File: src/rtl/assert_macros.svh
// assertion macros shared by the rtl files
`ifndef ASSERT_MACROS_SVH
`define ASSERT_MACROS_SVH

// implication checked on every clock edge outside reset
`define ASSERT_CLK(label, prop, msg) \
  label: assert property (@(posedge clk) disable iff (!rst_n) (prop)) else $error(msg);

// consequent checked in the cycle after the antecedent, outside reset
`define ASSERT_NEXT(label, ante, cons, msg) \
  label: assert property (@(posedge clk) disable iff (!rst_n) (ante) |=> (cons)) else $error(msg);

`endif

File: src/rtl/bgca_pkg.sv
// shared types and constants for the group count argmax block
`timescale 1ns / 1ps
package bgca_pkg;

  localparam int COUNT_W       = 8;
  localparam int CLASS_W       = 4;
  localparam int LANE_OUT_W    = 6;
  localparam int CLASS_LIMIT_W = 5;
  localparam int BITS_W        = 8;
  localparam int WORD_W        = 64;
  localparam int CFG_IDX_W     = 4;
  localparam int CFG_DATA_W    = 8;

  localparam logic [CFG_IDX_W-1:0] CFG_CLASS_LIMIT = 4'd0;
  localparam logic [CFG_IDX_W-1:0] CFG_CLASS_WORDS = 4'd1;

  localparam logic [CLASS_LIMIT_W-1:0] CLASS_LIMIT_RST = 5'd10;
  localparam logic [BITS_W-1:0]        CLASS_WORDS_RST = 8'd64;

  typedef logic [CLASS_W-1:0] class_t;

  typedef struct packed {
    logic   step;
    logic   class_end;
    logic   batch_end;
    class_t class_pos;
  } bgca_ctl_t;

endpackage

File: src/rtl/bgca_lane.sv
// one lane: per-class bit count and running best class
`timescale 1ns / 1ps
module bgca_lane
  import bgca_pkg::*;
(
  input  logic      clk,
  input  logic      rst_n,
  input  bgca_ctl_t ctl,
  input  logic      bit_in,
  output class_t    win_class
);

  logic [COUNT_W-1:0] count_r, count_nxt;
  logic [COUNT_W-1:0] best_count_r, best_count_nxt;
  class_t             best_class_r, best_class_nxt;
  logic [COUNT_W-1:0] new_count;
  logic               better;

  assign new_count = count_r + COUNT_W'(bit_in);
  assign better    = new_count > best_count_r;
  assign win_class = better ? ctl.class_pos : best_class_r;

  always_comb begin
    count_nxt      = count_r;
    best_count_nxt = best_count_r;
    best_class_nxt = best_class_r;
    if (ctl.step) begin
      if (ctl.class_end) begin
        count_nxt = '0;
        if (ctl.batch_end) begin
          best_count_nxt = '0;
          best_class_nxt = '0;
        end else if (better) begin
          best_count_nxt = new_count;
          best_class_nxt = ctl.class_pos;
        end
      end else begin
        count_nxt = new_count;
      end
    end
  end

  always_ff @(posedge clk) begin
    if (!rst_n) begin
      count_r      <= '0;
      best_count_r <= '0;
      best_class_r <= '0;
    end else begin
      count_r      <= count_nxt;
      best_count_r <= best_count_nxt;
      best_class_r <= best_class_nxt;
    end
  end

endmodule

File: src/rtl/bgca_drain.sv
// result buffer that takes all lane winners at once and sends one lane per beat
`timescale 1ns / 1ps
`include "assert_macros.svh"
module bgca_drain
  import bgca_pkg::*;
#(
  parameter int LANES = 64
)(
  input  logic                       clk,
  input  logic                       rst_n,
  input  logic                       load,
  input  logic [LANES-1:0][CLASS_W-1:0] load_class,
  output logic                       busy,
  output logic                       out_valid,
  input  logic                       out_ready,
  output logic [LANE_OUT_W-1:0]      out_lane,
  output logic [CLASS_W-1:0]         out_class_index,
  output logic                       out_last
);

  localparam int IDX_W = $clog2(LANES);
  localparam logic [IDX_W-1:0] LAST_LANE = IDX_W'(LANES - 1);

  logic                          valid_r, valid_nxt;
  logic [IDX_W-1:0]              lane_r, lane_nxt;
  logic [LANES-1:0][CLASS_W-1:0] buf_r;
  logic                          beat;

  assign beat            = valid_r && out_ready;
  assign out_valid       = valid_r;
  assign out_lane        = LANE_OUT_W'(lane_r);
  assign out_class_index = buf_r[0];
  assign out_last        = lane_r == LAST_LANE;
  assign busy            = valid_r && !(out_ready && out_last);

  always_comb begin
    valid_nxt = valid_r;
    lane_nxt  = lane_r;
    if (load) begin
      valid_nxt = 1'b1;
      lane_nxt  = '0;
    end else if (beat) begin
      if (out_last) begin
        valid_nxt = 1'b0;
      end else begin
        lane_nxt = lane_r + IDX_W'(1);
      end
    end
  end

  always_ff @(posedge clk) begin
    if (!rst_n) begin
      valid_r <= 1'b0;
      lane_r  <= '0;
    end else begin
      valid_r <= valid_nxt;
      lane_r  <= lane_nxt;
    end
  end

  always_ff @(posedge clk) begin
    if (load) begin
      buf_r <= load_class;
    end else if (beat) begin
      for (int i = 0; i < LANES - 1; i++) begin
        buf_r[i] <= buf_r[i+1];
      end
    end
  end

  `ASSERT_CLK(a_load_when_free, load |-> !busy, "load while results still pending")
  `ASSERT_CLK(a_done_after_last, (beat && out_last && !load) |=> !valid_r, "drain did not stop")
  `ASSERT_CLK(a_lane_steps, (beat && !out_last && !load) |=> (lane_r == $past(lane_r) + IDX_W'(1)),
    "lane index skipped")

endmodule

File: src/rtl/bitsliced_group_count_argmax_top.sv
// top level: config registers, class and word counters, lanes and result drain
//
// in channel: one beat carries one 64-bit word, bit j for lane j; bits at and
// above LANES are ignored. words come class-major, class_words words per
// class, class_limit classes per batch (max MAX_CLASSES); 0 in either is 1.
// cfg channel: cfg_index 0 writes class_limit, 1 writes class_words; other
// indexes are accepted and ignored. cfg_ready is always high.
// out channel: after the last word of a batch, LANES beats follow, lanes 0 to
// LANES-1 in order, each with the lane's winning class; out_last marks the
// final lane. the first beat is valid the cycle after that word is accepted.
// throughput: one word per cycle. the per-lane counters update in parallel,
// so only a batch-ending word can stall: it waits while the drain buffer
// still holds the previous batch, which empties one lane per out beat.
// words that do not end a batch keep flowing while out stalls.
// reset: synchronous, clears all counts and positions, class_limit to 10,
// class_words to 64, and drops any pending results.
`timescale 1ns / 1ps
`include "assert_macros.svh"
module bitsliced_group_count_argmax_top
  import bgca_pkg::*;
#(
  parameter int LANES       = 64,
  parameter int MAX_CLASSES = 16
)(
  input  logic                  clk,
  input  logic                  rst_n,
  input  logic                  in_valid,
  output logic                  in_ready,
  input  logic [WORD_W-1:0]     in_out_bits,
  output logic                  out_valid,
  input  logic                  out_ready,
  output logic [LANE_OUT_W-1:0] out_lane,
  output logic [CLASS_W-1:0]    out_class_index,
  output logic                  out_last,
  input  logic                  cfg_valid,
  output logic                  cfg_ready,
  input  logic [CFG_IDX_W-1:0]  cfg_index,
  input  logic [CFG_DATA_W-1:0] cfg_data
);

  localparam logic [CLASS_LIMIT_W-1:0] MAX_CLS = CLASS_LIMIT_W'(MAX_CLASSES);

  logic [CLASS_LIMIT_W-1:0] class_limit_r, class_limit_nxt;
  logic [BITS_W-1:0]        class_words_r, class_words_nxt;
  logic [BITS_W-1:0]        bit_pos_r, bit_pos_nxt;
  class_t                   class_pos_r, class_pos_nxt;

  logic [CLASS_LIMIT_W-1:0] classes;
  logic [BITS_W-1:0]        words;
  logic                     class_end, batch_end, accept, drain_busy;
  bgca_ctl_t                ctl;
  logic [LANES-1:0][CLASS_W-1:0] win_class;

  assign cfg_ready = 1'b1;

  always_comb begin
    class_limit_nxt = class_limit_r;
    class_words_nxt = class_words_r;
    if (cfg_valid) begin
      unique case (cfg_index)
        CFG_CLASS_LIMIT: class_limit_nxt = cfg_data[CLASS_LIMIT_W-1:0];
        CFG_CLASS_WORDS: class_words_nxt = cfg_data[BITS_W-1:0];
        default: ;
      endcase
    end
  end

  always_comb begin
    if (class_limit_r == '0) begin
      classes = CLASS_LIMIT_W'(1);
    end else if (class_limit_r > MAX_CLS) begin
      classes = MAX_CLS;
    end else begin
      classes = class_limit_r;
    end
    words = (class_words_r == '0) ? BITS_W'(1) : class_words_r;
  end

  assign class_end = ({1'b0, bit_pos_r} + (BITS_W+1)'(1)) >= {1'b0, words};
  assign batch_end = class_end &&
                     (({1'b0, class_pos_r} + CLASS_LIMIT_W'(1)) >= classes);
  assign in_ready  = !(batch_end && drain_busy);
  assign accept    = in_valid && in_ready;

  assign ctl.step      = accept;
  assign ctl.class_end = class_end;
  assign ctl.batch_end = batch_end;
  assign ctl.class_pos = class_pos_r;

  always_comb begin
    bit_pos_nxt   = bit_pos_r;
    class_pos_nxt = class_pos_r;
    if (accept) begin
      if (class_end) begin
        bit_pos_nxt   = '0;
        class_pos_nxt = batch_end ? '0 : class_pos_r + CLASS_W'(1);
      end else begin
        bit_pos_nxt = bit_pos_r + BITS_W'(1);
      end
    end
  end

  always_ff @(posedge clk) begin
    if (!rst_n) begin
      class_limit_r <= CLASS_LIMIT_RST;
      class_words_r <= CLASS_WORDS_RST;
      bit_pos_r     <= '0;
      class_pos_r   <= '0;
    end else begin
      class_limit_r <= class_limit_nxt;
      class_words_r <= class_words_nxt;
      bit_pos_r     <= bit_pos_nxt;
      class_pos_r   <= class_pos_nxt;
    end
  end

  for (genvar g = 0; g < LANES; g++) begin : g_lane
    bgca_lane u_lane (
      .clk       (clk),
      .rst_n     (rst_n),
      .ctl       (ctl),
      .bit_in    (in_out_bits[g]),
      .win_class (win_class[g])
    );
  end

  bgca_drain #(
    .LANES (LANES)
  ) u_drain (
    .clk             (clk),
    .rst_n           (rst_n),
    .load            (accept && batch_end),
    .load_class      (win_class),
    .busy            (drain_busy),
    .out_valid       (out_valid),
    .out_ready       (out_ready),
    .out_lane        (out_lane),
    .out_class_index (out_class_index),
    .out_last        (out_last)
  );

  `ASSERT_NEXT(a_batch_out, accept && batch_end, out_valid && out_lane == '0,
    "batch end gave no results")
  `ASSERT_NEXT(a_class_restart, accept && class_end, bit_pos_r == '0,
    "word position not cleared at class end")

endmodule
File: config.mk
export PLATFORM = sky130hd
export DESIGN_NAME = bitsliced_group_count_argmax_top
export DESIGN_NICKNAME = d
export VERILOG_FILES = /design/src/rtl/bgca_pkg.sv /design/src/rtl/bgca_lane.sv /design/src/rtl/bgca_drain.sv /design/src/rtl/bitsliced_group_count_argmax_top.sv
export VERILOG_INCLUDE_DIRS = /design/src /design/src/rtl
export SDC_FILE = /design/constraint.sdc
export NUM_CORES = 2
export LEC_CHECK = 0
export ABC_AREA = 1
export ABC_CLOCK_PERIOD_IN_PS = 13500
export BUFFER_PORTS_ARGS = -buffer_cell sky130_fd_sc_hd__buf_2
export CAP_MARGIN = 0
export CELL_PAD_IN_SITES_DETAIL_PLACEMENT = 0
export CELL_PAD_IN_SITES_GLOBAL_PLACEMENT = 2
export CORE_MARGIN = 2
export CORE_UTILIZATION = 40
export CTS_CLUSTER_DIAMETER = 30
export CTS_CLUSTER_SIZE = 10
export DETAILED_ROUTE_END_ITERATION = 8
export GPL_ROUTABILITY_DRIVEN = 0
export PLACE_DENSITY = 0.95
export SETUP_SLACK_MARGIN = 0.5
export SYNTH_ARGS = -nofsm -noshare
export SYNTH_HDL_FRONTEND = slang
export SYNTH_SLANG_ARGS = --single-unit
File: constraint.sdc
create_clock -name clk -period 13.5 [get_ports clk]
set_clock_uncertainty 0.05 [all_clocks]
set_input_delay 0 -clock clk [delete_from_list [all_inputs] [get_ports clk]]
set_output_delay 0 -clock clk [all_outputs]
set_load 0.02 [all_outputs]
### Word level (Yosys, flattened, before mapping)

Cells that the tools add are included.

* $lt $le $gt $ge: 67
* $add $sub $neg: 69
* reductions and logical operators: 148
* bitwise gates (word level): 2
* equality and inequality tests: 2
* multiplexer cells: 330

Operators with widths (number)
* $mux W8: 194
* $mux W4: 129
* $add A8 B1 Y8: 64
* $gt A8 B8 Y1: 64
* $mux W252: 2
* $reduce_and A3 Y1: 64
* $reduce_bool A2 Y1: 66
* $mux W5: 2
* $reduce_and A2 Y1: 5
* $add A8 B1 Y9 const B: 1
* $ge A9 B8 Y1: 1
* $add A8 B1 Y8 const B: 1
* $logic_not A8 Y1: 1
* $logic_and A1 B1 Y1: 7
* $add A6 B1 Y6 const B: 1
* $eq A6 B6 Y1 const B: 1
* $add A4 B1 Y5 const B: 1
* $ge A5 B5 Y1: 1
* $gt A5 B5 Y1 const B: 1
* $logic_not A5 Y1: 1
* $add A4 B1 Y4 const B: 1
* $eq A4 B1 Y1 const B: 1
* $logic_not A4 Y1: 1
* $mux W1: 3
* 3 further kinds: 5

* register bits after elaboration: 1568
* input port bits: 81
* word-level logic and storage cells: 880
* output and inout port bits: 14

### Logic depth before layout (Yosys ltp)

* depth in word-level cells: 11
* gate-level depth with buffers: 21
* gate-level depth less buffers: 19

### Cells and area by module

A second synthesis with hierarchy kept.

* cell total of the unflattened synthesis: 11933
* area total of the unflattened synthesis: 89794.9 um^2

By module, submodules not included
* bgca_lane: cells an instance 165, sequential area each 400.4 um^2, times used 64, area an instance 1199.9 um^2
* bgca_drain: cells an instance 1132, sequential area each 7827.5 um^2, times used 1, area an instance 11353.4 um^2
* bitsliced_group_count_argmax_top: cells an instance 241, sequential area each 500.5 um^2, times used 1, area an instance 1647.8 um^2

### Worst setup path before layout

No wires, ideal clock.

* path kind: flip-flop to flip-flop
* start: register class_limit_r[3]
* end: register u_drain.buf_r[100] in the netlist's numbering (enable)
* library setup time: 1938 ps
* stages on the path, launching flop included: 16
* required time: 11512 ps
* clock period less this slack: 8487 ps
* path slack: 5013 ps
* data arrival time: 6499 ps
* buffers on the path: 2
* cell sequence: dfxtp_1 or4_1 nand2_1 nand2_1 ha_1 nand2_1 nor3b_2 nor2_4 inv_2 nand3_2 nand2_2 inv_2 nand2_2 buf_2 buf_2 nand2_1

* cells in the longest elaborated chain, start to end: 10
* elaborated cells on any way between the ends: 11
* classes of those cells: order compare: 2; mux: 2; reduce/logical: 7

Ends and longest elaborated chain
* start, declared: RTL line bitsliced_group_count_argmax_top.sv:43 `logic [CLASS_LIMIT_W-1:0] class_limit_r, class_limit_nxt;`
* start signal, assigned: RTL line bitsliced_group_count_argmax_top.sv:110 `class_limit_r <= class_limit_nxt;`
* $gt A5 B5 Y1: RTL line bitsliced_group_count_argmax_top.sv:71 `end else if (class_limit_r > MAX_CLS) begin`
* $mux W5: RTL line bitsliced_group_count_argmax_top.sv:71
* $mux W5 (*): RTL line bitsliced_group_count_argmax_top.sv:69 `if (class_limit_r == '0) begin`
* $ge A5 B5 Y1 (*): RTL line bitsliced_group_count_argmax_top.sv:81 `(({1'b0, class_pos_r} + CLASS_LIMIT_W'(1)) >= classes);`
* $logic_and A1 B1 Y1 (*): RTL line bitsliced_group_count_argmax_top.sv:80 `assign batch_end = class_end &&`
* $logic_and A1 B1 Y1: RTL line bitsliced_group_count_argmax_top.sv:82 `assign in_ready = !(batch_end && drain_busy);`
* $logic_not A1 Y1: RTL line bitsliced_group_count_argmax_top.sv:82
* $logic_and A1 B1 Y1: RTL line bitsliced_group_count_argmax_top.sv:83 `assign accept = in_valid && in_ready;`
* $logic_and A1 B1 Y1 (*): RTL line bitsliced_group_count_argmax_top.sv:132 `.load (accept && batch_end),`
* $reduce_bool A2 Y1 (no source line) (*)
* end signal, assigned: RTL line bgca_drain.sv:63 `buf_r <= load_class;`
* end signal, assigned by index: RTL line bgca_drain.sv:66 `buf_r[i] <= buf_r[i+1];`
* end, declared: RTL line bgca_drain.sv:26 `logic [LANES-1:0][CLASS_W-1:0] buf_r;`

Every way passes the cells marked *; elsewhere a longest branch is shown, timed or not.
A chain may end at the register's enable or synchronous reset.

### Worst setup path in the final report

* start: register class_pos_r[2]
* end: register u_drain.buf_r[57] in the netlist's numbering (enable)

* cells in the longest elaborated chain, start to end: 8

Ends and longest elaborated chain
* start, declared: RTL line bitsliced_group_count_argmax_top.sv:46 `class_t class_pos_r, class_pos_nxt;`
* start signal, assigned: RTL line bitsliced_group_count_argmax_top.sv:113 `class_pos_r <= class_pos_nxt;`
* $add A4 B1 Y5 (*): RTL line bitsliced_group_count_argmax_top.sv:81
* $ge A5 B5 Y1 (*): RTL line bitsliced_group_count_argmax_top.sv:81
* $logic_and A1 B1 Y1 (*): RTL line bitsliced_group_count_argmax_top.sv:80
* $logic_and A1 B1 Y1: RTL line bitsliced_group_count_argmax_top.sv:82
* $logic_not A1 Y1: RTL line bitsliced_group_count_argmax_top.sv:82
* $logic_and A1 B1 Y1: RTL line bitsliced_group_count_argmax_top.sv:83
* $logic_and A1 B1 Y1 (*): RTL line bitsliced_group_count_argmax_top.sv:132
* $reduce_bool A2 Y1 (no source line) (*)

Marks and branches as above.

==> reports/summary.txt <==
status - finished clean
commonest non-fill, non-tap cells in the layout - nand2_1 (3,053), nor2_1 (2,039), inv_1 (1,359)
DP Area - 87,800 um2
critical path's top delay family - simple AND/OR/NAND/NOR gates
crit-path cells - buf_4, nand3_1, xor2_1, ha_1, nand2_1, nor2_1, nand2_1, nand3_1, nor2_4, inv_2, nand3_4, nand2_8, inv_2, nand2_8, buf_4, nand2_4, buf_12
GRT Resource Usage Total - 20.2%
Slew @ Worst Pin - 1400 ps
average wire per standard cell - 14.6 um
slowest stage cell on the critical path - nand2_8
Detailed Place HPWL - 129 mm
core area - 213,000 um2
Sequential Power Share - 30.6%
Slew Limit Headroom - 6.72%
Sink Count - 1,568
Starting DRT DRC Count - 4,252
chip width - 467 um
pwr dens - 152 nW/um2
Post-Route WL - 223 mm
syn nets - 12,700
Clock power frac - 64.0%
Post-route DRC - 0
nature of the critical path startpoint - register
period utilization - 54.2%
ANT nets after route - 0
synth warn - 0
number of H-tree levels - 5
maximum fanout along the worst path - 183
Synth cell types - 39
initial core utilization - 40.3%
Comb power frac - 5.4%
IO Port Bufs - 93
largest net degree at the start of global routing - 188
Switching Fraction - 22.5%
Nets - 12,900
setup TNS - 0 ps
top area cells in the synthesized netlist - dfxtp_1 (31%), nand2_1 (13%), ha_1 (9.6%), edfxtp_1 (9.0%), nor2_1 (8.9%)
Pint - 12,200 uW
maximum vdd drop - 0.141 mV
# Post-CTS Setup Buffers - 0
Avg Synthesized Cell Area - 7.16 um2
Die Ht - 467 um
Vias/cell - 4.90
Hold Buf Count CTS - 122
top cell type's share of synthesized area - 30.6%
Overflow after GRT - 0
CTS tree - built
area leader, netlist - dfxtp_1
P_leak - 0.0498 uW
Mapped Cells - 12,000
commonest non-fill, non-tap cell in the layout - nand2_1
Synth Cell Area - 85,700 um2
CTS root buf - clkbuf_16
RSZ-0062 raised after global routing - no
critical path endpoint category - register
delay of the slowest critical-path stage - 780 ps
Layout area overhead - 20.8%
CP Class - reg2reg
I/O pin total - 95
Finished Cell Area - 104,000 um2
row count - 169
Hold Vio Cnt, Final - 0
required time of the critical path - 13,890 ps
CTS Buf Count - 428
initial antenna violation count - 7
fmax - 137 MHz
min Tclk post-route - 7310 ps
Detailed Routing Iterations Pass 1 - 6
fillcell total - 20,500
first-pass GRT wire length - 366 mm
clk buf depth - 4
Synth Register Bits - 1,568
total number of vias - 74,800
Maximum Capacitance Violations - 0
max-slew violations - 0
Hold Path Class - in2reg
share of cells above drive strength 1 - 7.39%
switching pwr - 3540 uW
CP Buf/Inv Count - 5
Seq/Total Area, Yosys - 39.6%
final setup violation count - 0
DIE AREA - 218,000 um2
worst skew pair latency - 960 ps
clock-pin slew on the worst setup and hold paths - 40 ps
CTS resizes - 0
CP arrival - 7700 ps
vias in the first global route - 72,800
-- stage by stage --
step / total power [uW] / std cells / hold slack (ps) / utilization [%] / setup slack [ps]
after floorplan: 5450 / 12000 / 76.3 / - / 5010
after global placement: 5710 / 14400 / 179 / 41.3 / 6460
after detailed placement: 5720 / 14400 / 179 / 41.3 / 6400
after CTS: 15900 / 15300 / 1.82 / 48.7 / 6350
after global routing: 16300 / 15300 / 43.0 / 48.7 / 5890
final: 15700 / 15300 / 48.3 / 48.7 / 6190
-- final timing paths --
kind | cells past startpoint | start | slack, ps | end
setup / recovery | 17 | class_pos_r[2] | 6190 | u_drain.buf_r[57]
hold / removal | 5 | in_out_bits[53] | 50 | g_lane[53].u_lane.best_count_r[0]
setup reg to reg | 17 | class_pos_r[2] | 6190 | u_drain.buf_r[57]
hold reg to reg | 2 | u_drain.buf_r[53] | 390 | u_drain.buf_r[49]
-- metal layers --
| metal | global-route usage (%) | wire, um |
|---|---|---|
| met1 | 26.0 | 104000 |
| met2 | 34.4 | 103000 |
| met3 | 2.98 | 9920 |
| met4 | 6.41 | 5290 |
| met5 | 0 | 11 |
-- flip-flops by register name (all words and copies together), names as in the netlist, 5 cells and up --
name                        flops
g_lane.u_lane.best_count_r    512
g_lane.u_lane.count_r         512
g_lane.u_lane.best_class_r    256
u_drain.buf_r                 252
bit_pos_r                       8
class_words_r                   8
u_drain.out_lane                6
class_limit_r                   5
-- power groups by stage --
stage | Sequential, uW | Clock, uW | Combinational [uW]
final | 4810 | 10100 | 852
after global routing | 4810 | 10500 | 968
after CTS | 4810 | 10200 | 865
after detailed placement | 4890 | 0 | 833
after global placement | 4890 | 0 | 824
after floorplan | 4890 | 0 | 562
-- tightest hold or removal path, stage by stage --
cell,delay (ps)
dlygate4sd3_1,520
buf_2,140
ha_1,160
a21oi_1,60
nor2_1,80
-- cell type report --
type	count	area (um2)	share of cell area, %
inverters	1370	5170	4.99
diodes	2	5.00	0.00483
flip-flops and latches	1568	34000	32.8
well taps	2821	3530	3.41
repair buffers	279	2270	2.20
multi-input cells	8475	44100	42.6
clock inverters	177	2200	2.12
clock buffers	592	12300	11.9
-- synthesized netlist by cell type (all sizes together) --
master / instances
nor3b: 1
o41ai: 1
clkbuf: 277
or2: 11
a31o: 1
xnor2: 3
nand3b: 72
a21o: 11
o21bai: 49
o2111ai: 64
buf: 289
o21a: 53
nand2: 3060
nand3: 361
nand4: 192
mux2i: 1
inv: 1370
edfxtp: 256
nor2: 2042
a31oi: 1
xor2: 367
and3: 33
a21oi: 1134
conb: 1
ha: 656
or4: 1
o21ai: 359
dfxtp: 1312
nor3: 1
-- cells by family after synthesis --
family | after synthesis | share of synthesized area [%]
adders and majority gates | 656 | 9.57
AOI/OAI and AO/OA | 1673 | 11.1
DFF | 1568 | 39.6
other | 1 | 0.00437
xor gates and xnor gates | 370 | 3.78
muxes | 1 | 0.0117
buffers and inverters | 1936 | 9.04
and+or+nand+nor | 5774 | 26.9
Power figures use the tool's default switching activity.
